### src/design/ppba_pkg.sv
package ppba_pkg;

    localparam int unsigned AddrW = 48;
    localparam int unsigned AlignW = 17;
    localparam int unsigned PropW = 9;
    localparam int unsigned NumPropRegs = 4;
    localparam int unsigned CfgIdxW = 3;

    // Configuration register indexes.
    localparam logic [CfgIdxW-1:0] CfgMinPage = 3'd0;
    localparam logic [CfgIdxW-1:0] CfgPool0 = 3'd1;

    // Result status codes.
    localparam logic [1:0] StOk = 2'd0;
    localparam logic [1:0] StNoPool = 2'd1;
    localparam logic [1:0] StFull = 2'd2;
    localparam logic [1:0] StBadFree = 2'd3;

    localparam logic ActAlloc = 1'b0;

    typedef struct packed {
        logic              action;
        logic [3:0]        type_filter;
        logic [PropW-1:0]  required_props;
        logic [31:0]       elem_bytes;
        logic [15:0]       elem_count;
        logic [AlignW-1:0] align_bytes;
        logic [1:0]        free_pool;
        logic [2:0]        free_page;
        logic [AddrW-1:0]  free_offset;
    } t_req;

    typedef struct packed {
        logic [1:0]       status;
        logic [1:0]       pool_index;
        logic [2:0]       page_index;
        logic [AddrW-1:0] byte_offset;
        logic [AddrW-1:0] rounded_bytes;
        logic             new_page;
        logic [AddrW-1:0] new_page_bytes;
    } t_rsp;

    typedef enum logic [3:0] {
        S_IDLE, S_POOL, S_MUL, S_DIV, S_ROUND, S_SCAN, S_FREE, S_OPEN, S_BUMP, S_DONE
    } t_state;

    // Divider control and status.
    typedef struct packed {
        logic start;
    } t_div_ctl;

    typedef struct packed {
        logic busy;
        logic done;
    } t_div_sts;

endpackage

### src/design/ppba_div.sv
// Restoring divider, one quotient bit per cycle; reports whether the
// dividend is an exact multiple of the divisor and the quotient.
module ppba_div (
    input  logic                      i_clk,
    input  logic                      i_rst_n,
    input  ppba_pkg::t_div_ctl        i_ctl,
    input  logic [ppba_pkg::AddrW-1:0]  i_num,
    input  logic [ppba_pkg::AlignW-1:0] i_den,
    output ppba_pkg::t_div_sts        o_sts,
    output logic [ppba_pkg::AddrW-1:0]  o_quo,
    output logic                      o_exact
);
    import ppba_pkg::*;

    logic [AddrW-1:0]  r_quo;
    logic [AlignW:0]   r_rem;
    logic [AlignW-1:0] r_den;
    logic [5:0]        r_cnt;
    logic              r_busy, r_done;
    logic [AlignW:0]   w_try;
    logic [AlignW:0]   w_sh;

    // Shift in the next dividend bit and trial-subtract.
    assign w_sh  = {r_rem[AlignW-1:0], r_quo[AddrW-1]};
    assign w_try = w_sh - {1'b0, r_den};

    always_ff @(posedge i_clk) begin
        if (!i_rst_n) begin
            r_busy <= 1'b0;
            r_done <= 1'b0;
            r_cnt  <= '0;
        end else begin
            r_done <= 1'b0;
            if (i_ctl.start) begin
                r_busy <= 1'b1;
                r_cnt  <= 6'(AddrW);
            end else if (r_busy) begin
                r_cnt <= r_cnt - 6'd1;
                if (r_cnt == 6'd1) begin
                    r_busy <= 1'b0;
                    r_done <= 1'b1;
                end
            end
        end
    end

    always_ff @(posedge i_clk) begin
        if (i_ctl.start) begin
            r_quo <= i_num;
            r_rem <= '0;
            r_den <= i_den;
        end else if (r_busy) begin
            if (!w_try[AlignW]) begin
                r_rem <= w_try;
                r_quo <= {r_quo[AddrW-2:0], 1'b1};
            end else begin
                r_rem <= w_sh;
                r_quo <= {r_quo[AddrW-2:0], 1'b0};
            end
        end
    end

    assign o_sts   = '{busy: r_busy, done: r_done};
    assign o_quo   = r_quo;
    assign o_exact = (r_rem == '0);
endmodule

### config.mk
export PLATFORM = sky130hd
export DESIGN_NAME = ppba_div
export DESIGN_NICKNAME = d
export VERILOG_FILES = /design/src/design/ppba_pkg.sv /design/src/design/ppba_div.sv
export SDC_FILE = /design/constraint.sdc
export NUM_CORES = 1
export LEC_CHECK = 0
export BUFFER_PORTS_ARGS = -buffer_cell sky130_fd_sc_hd__buf_2
export CORE_MARGIN = 2
export CORE_UTILIZATION = 44
export DETAILED_ROUTE_END_ITERATION = 7
export PLACE_DENSITY = 0.77
export SLEW_MARGIN = 20
export SYNTH_ARGS = -nofsm -noshare
export SYNTH_HDL_FRONTEND = slang
export SYNTH_SLANG_ARGS = --single-unit
### constraint.sdc
create_clock -name i_clk -period 2.86 [get_ports i_clk]
set_input_delay 0.572 -clock i_clk [delete_from_list [all_inputs] [get_ports i_clk]]
set_output_delay 0.572 -clock i_clk [all_outputs]
set_load 0.1 [all_outputs]
==> flow_summary.ini, run 1 <==
[worst_setup_path]
worst_setup_path_end_kind = flop
crit_fanout = 9
slowest_stage = edfxtp_1
path_delay_family = compound AO/OA/AOI/OAI gates
startpoint_type = flop
crit_chain = inv_2, ha_4, nor2b_4, o31a_1, o21ai_2, o211ai_2, a21boi_2, o21ai_1, a21o_1, ha_4, inv_6, or3_1, mux2i_1, nor4_2
r2r_slack_ps = 9
required_ps = 3110
cpMostUsedCell = ha_4
crit_type = reg2reg
cp.arrival_ps = 3100
critical_path.max_stage_delay_ps = 400
critical_path_buf_inv_count = 2

[placement]
port_buffers = 118
place.gp.congestion = 0.846
placed_area_um2 = 5450
dp_hpwl_mm = 7.27
placedCellCount = 635

[yosys]
postSynthAreaPerCell_um2 = 12.0
syn_inst = 383
syn-num-nets = 472
synthTopCellsByArea = edfxtp_1, mux2_2, dfxtp_1
yosysSeqAreaShare = 0.537
ys_types = 50
synth_seq_cells = 91
synth_edf_count = 65
yosysTopAreaCellShare = 0.424
syn-cell-area_um2 = 4600
yosys.cell_count.top_type = edfxtp_1
ys_top_cells_by_count = edfxtp_1, mux2_2, nor2_1, dfxtp_1, inv_1
yosys_warnings = 0
synth_top_area_cell = edfxtp_1
synthFlopType = edfxtp_1
synth-async-reset-ratio = 0

[layout]
n_fill_cell = 863
nets = 601
fin_cells = 653
final_area_um2 = 5720
diodes = 0
syn_to_final_growth_pct = 24.3
drive_gt1_frac = 0.431

[cts]
clkSinkCount = 91
cts_buffer_depth = 2
numCtsBuffers = 9
clock_latency_ps = 360
cts-root-buf = clkbuf_8
clk_pin_slew_ps = 100
htree_num_levels = 3
tritoncts = built

[routing]
drt-pass1-iter-count = 5
drt_iter0_drc = 98
antenna_left = 0
vias_per_cell = 5.25
post_drt_wl_per_cell_um = 15.3
vias = 3431
drc = 0
wirelength_mm = 9.96

[die]
die_w_um = 106
die_h_um = 106
start_util = 0.450
num_rows = 37
io_pins = 119
die-area_um2 = 11300
core_region_area_um2 = 10200

[timing]
setup_violations = 0
fmax_ghz = 0.351
maxSlewHeadroom = 0.658
final_hold_viol_count = 0
grt_setup_unrepaired = true
final.setup_skew_ps = 16.6
setup_tns_ps = 0
hold_ws_ps = 378
tightestPinTransition_ps = 513
finalMaxSlewViolations = 0
min_period_ps = 2850
period_share = 0.997

[global_route]
grt_use_total = 0.181
grt_max_degree = 42
grt_pass1_wl_mm = 16.3
antenna_found_initial = 0
grt.overflow.total = 0
grt_pass1_vias = 3495

[pwr]
power_density_nw_per_um2 = 680
p_leak_nw = 2.46
ir_drop_uv = 453

[run]
maxCapViolCount = 0

[status]
status = finished, final reports clean

[hold_path]
hp-class = in2reg
==> placed cells by master, fill, tap and decap left out, types with 3 or more instances in the layout <==
master	netlist	routed
a211oi_1	13	13
a21o_1	9	9
a21oi_1	16	16
buf_2	1	117
buf_4	2	19
clkbuf_8	0	9
dfxtp_1	26	26
edfxtp_1	65	65
ha_1	20	17
inv_1	23	21
mux2_2	47	47
mux2i_1	13	13
nand2_1	13	12
nand3_1	10	10
nand4_1	3	3
nor2_1	34	33
nor3_1	5	3
nor4_1	5	4
o21a_1	4	4
o21ai_1	2	5
o21bai_1	3	3
xnor2_1	7	7
xor2_1	8	8
==> report_power, final <==
group | internal, W | switching [W] | total (W) | leakage [nW]
Combinational | 0.000409 | 0.000962 | 0.00137 | 1.50
Sequential | 0.00156 | 0.0000829 | 0.00164 | 0.863
Clock | 0.000405 | 0.000466 | 0.000871 | 0.0943
==> worst paths after layout <==
| check | endpoint | start | cells past startpoint |
|---|---|---|---|
| min | r_den[12] | i_den[12] | 1 |
| max reg2reg | r_rem[11] | r_den[1] | 14 |
| max | r_rem[11] | r_den[1] | 14 |
| min reg2reg | r_cnt[1] | r_cnt[1] | 2 |
==> layout make-up <==
class,instances,area (µm²),area share
clock buffers,10,128,0.0223
clock inverters,6,63.8,0.0112
inverters,24,95.1,0.0166
multi-input cells,248,2030,0.355
flip-flops and latches,91,2470,0.432
well taps,136,170,0.0298
repair buffers,138,759,0.133
==> layer usage <==
layer | up-vias | wire length [µm] | part of all wire | track usage
met2 | 108 | 4790 | 0.48 | 0.301
met3 | 11 | 813 | 0.082 | 0.0589
met4 | 0 | 129 | 0.013 | 0.0648
li1 | 1664 | - | - | -
met1 | 1648 | 4230 | 0.42 | 0.221
met5 | - | 0 | 0 | 0
==> repair_timing <==
action | 4_1_cts | 5_1_grt
gates resized for setup | 2 | 12
endpoints found under the setup margin | 12 | 15
gates cloned | 0 | 0
buffers inserted | 0 | 2
pin swaps | 1 | 4
hold buffers | 0 | 0
==> stage by stage <==
stage / util / setup WS (ps) / power, W
global placement: 0.533 / 56.5 / 0.00298
floorplan: - / -315 / 0.00273
CTS: 0.552 / 3.42 / 0.00388
global route: 0.559 / -147 / 0.00405
finish: 0.559 / 9.40 / 0.00389
detailed placement: 0.533 / -44.1 / 0.00301
==> flip-flops by register name, indices dropped and copies added (netlist names) <==
| register | count |
|---|---|
| o_quo | 48 |
| r_rem | 18 |
| r_den | 17 |
| r_cnt | 6 |
| r_busy | 1 |
| r_done | 1 |
==> kinds of logic (layout without fill, tap and decap cells) <==
kind of cell,Yosys count,after routing,share of synthesized area
buf+inv,44,178,0.0378
simple gates,87,87,0.0927
mux,60,60,0.143
xor+xnor,15,15,0.0286
flops,91,91,0.537
fa+ha+maj,21,21,0.0587
compound gates,65,65,0.101
Note: power is estimated with default switching activity, not from simulation.
==> run 2, diff against run 1 <==
--- a/config.mk
+++ b/config.mk
@@ -9,7 +9,7 @@
 export CORE_MARGIN = 2
 export CORE_UTILIZATION = 44
 export DETAILED_ROUTE_END_ITERATION = 7
-export PLACE_DENSITY = 0.77
+export PLACE_DENSITY = 0.74
 export SLEW_MARGIN = 20
 export SYNTH_ARGS = -nofsm -noshare
 export SYNTH_HDL_FRONTEND = slang
==> constraint.sdc (replaced) <==
create_clock -name i_clk -period 3.6 [get_ports i_clk]
set_input_delay 0.72 -clock i_clk [delete_from_list [all_inputs] [get_ports i_clk]]
set_output_delay 0.72 -clock i_clk [all_outputs]
set_load 0.1 [all_outputs]
==> flow_summary.ini, run 2 (synthesis results as in run 1) <==
[routing]
drt-pass1-iter-count = 4
wirelength_mm = 9.87
vias_per_cell = 5.28
drc = 0
antenna_left = 0
vias = 3376
post_drt_wl_per_cell_um = 15.4
drt_iter0_drc = 202

[layout]
drive_gt1_frac = 0.391
nets = 588
diodes = 0
largest_register_ffs = 48
final_common_cell = buf_2
final_cell_mix = buf_2, edfxtp_1, mux2_2, nor2_1, dfxtp_1
syn_to_final_growth_pct = 19.7
final_util = 0.538
fin_cells = 640

[placement]
placedCellCount = 624
place.gp.congestion = 0.811
port_buffers = 118
dp_hpwl_mm = 7.19
place_ws_ps = 414

[pwr]
p_leak_nw = 2.37
pwr-share-comb = 0.346
power.share.switching = 0.397
p_sw_w = 0.00117
seqPwrFrac = 0.443
power_density_nw_per_um2 = 536
clkPwrFrac = 0.210
p_int_w = 0.00178
ir_drop_uv = 327

[worst_setup_path]
rr_worst_depth = 16
crit_type = reg2reg
crit_fanout = 10
required_ps = 3850
startpoint_type = flop
cp.arrival_ps = 3510
worst_setup_path_end_kind = flop

[hold_path]
worstHoldPathCells = 2
hp-class = reg2reg

[cts]
tritoncts = built
clkSinkCount = 91
clock_latency_ps = 370
postCtsSetupRepairBufs = 0
htree_num_levels = 3
cts_buffer_depth = 2
numCtsBuffers = 9
ctsResizeCount = 0
ctsHoldBuffers = 0
clk_pin_slew_ps = 90
cts-root-buf = clkbuf_8

[die]
die-area_um2 = 11300
io_pins = 119
die_h_um = 106
start_util = 0.450
die_w_um = 106
core_region_area_um2 = 10200
num_rows = 37

[global_route]
grt.overflow.total = 0
grt_use_total = 0.189
grt_pass1_vias = 3485
grt_pass1_wl_mm = 16.7
antenna_found_initial = 0
grt_max_degree = 36

[timing]
fmax_ghz = 0.307
final_hold_viol_count = 0
period_share = 0.905
finalMaxSlewViolations = 0
tightestPinTransition_ps = 632
maxSlewHeadroom = 0.579
grt_setup_unrepaired = false
setup_violations = 0
setup_ws_ps = 343
final.setup_skew_ps = 10.5
min_period_ps = 3260
setup_tns_ps = 0

[status]
status = finished, final reports clean

[run]
maxCapViolCount = 0
## run 2: cell types whose count changed in the layout (fill, tap and decap cells not counted), sizes merged
cell      previous run  this run
clkbuf              10        11
clkinvlp             1         0
inv                 25        26
bufinv               1         0
buf                138       125
## run 2: cell type report
cell class,instances,area (µm²)
Fill cell,892,4720
Sequential cell,91,2470
Multi-Input combinational cell,248,1960
Timing Repair Buffer,125,646
Tap cell,136,170
Clock buffer,11,131
Inverter,24,90.1
Clock inverter,5,36.3
## run 2: layer usage
layer	up-vias	routed length, µm	track usage
met5	-	0	0
met2	119	4600	0.297
met3	13	851	0.0760
met1	1601	4240	0.232
met4	0	176	0.0733
li1	1643	-	-
## run 2: path summary, 6_finish.rpt
kind / start / to / slack (ps)
max: r_den[1] / r_rem[15] / 340
min: r_cnt[1] / r_cnt[1] / 500
max reg2reg: r_den[1] / r_rem[15] / 340
min reg2reg: r_cnt[1] / r_cnt[1] / 500
## run 2: metrics by stage
| step | total power (W) | hold WS, ps | cell area [µm²] |
|---|---|---|---|
| final | 0.00295 | 505 | 5510 |
| after detailed placement | 0.00235 | 509 | 5340 |
| after global routing | 0.00310 | 499 | 5510 |
| after floorplan | 0.00215 | 468 | 4610 |
| after CTS | 0.00298 | 498 | 5510 |
| after global placement | 0.00234 | 483 | 5340 |
## run 2: power by group through the flow
stage / clock [W] / combinational (W) / sequential (W)
2_1_floorplan: 0 / 0.000416 / 0.00174
3_3_place_gp: 0 / 0.00101 / 0.00133
3_5_place_dp: 0 / 0.00102 / 0.00133
4_1_cts: 0.000648 / 0.00103 / 0.00131
5_1_grt: 0.000683 / 0.00109 / 0.00132
6_report: 0.000621 / 0.00102 / 0.00131
## run 2: worst max-delay path: stages (launching register included)
cell and delay, ps:
edfxtp_1 380, inv_1 110, ha_1 230, nor2b_1 140, o31a_1 270, o21ai_2 180, o211ai_2 160, a21boi_1 220
o21ai_1 120, a21o_1 190, ha_1 310, buf_4 190, nand2_1 130, nor3_1 210, a21oi_1 90, o311ai_0 100
nor2_1 90
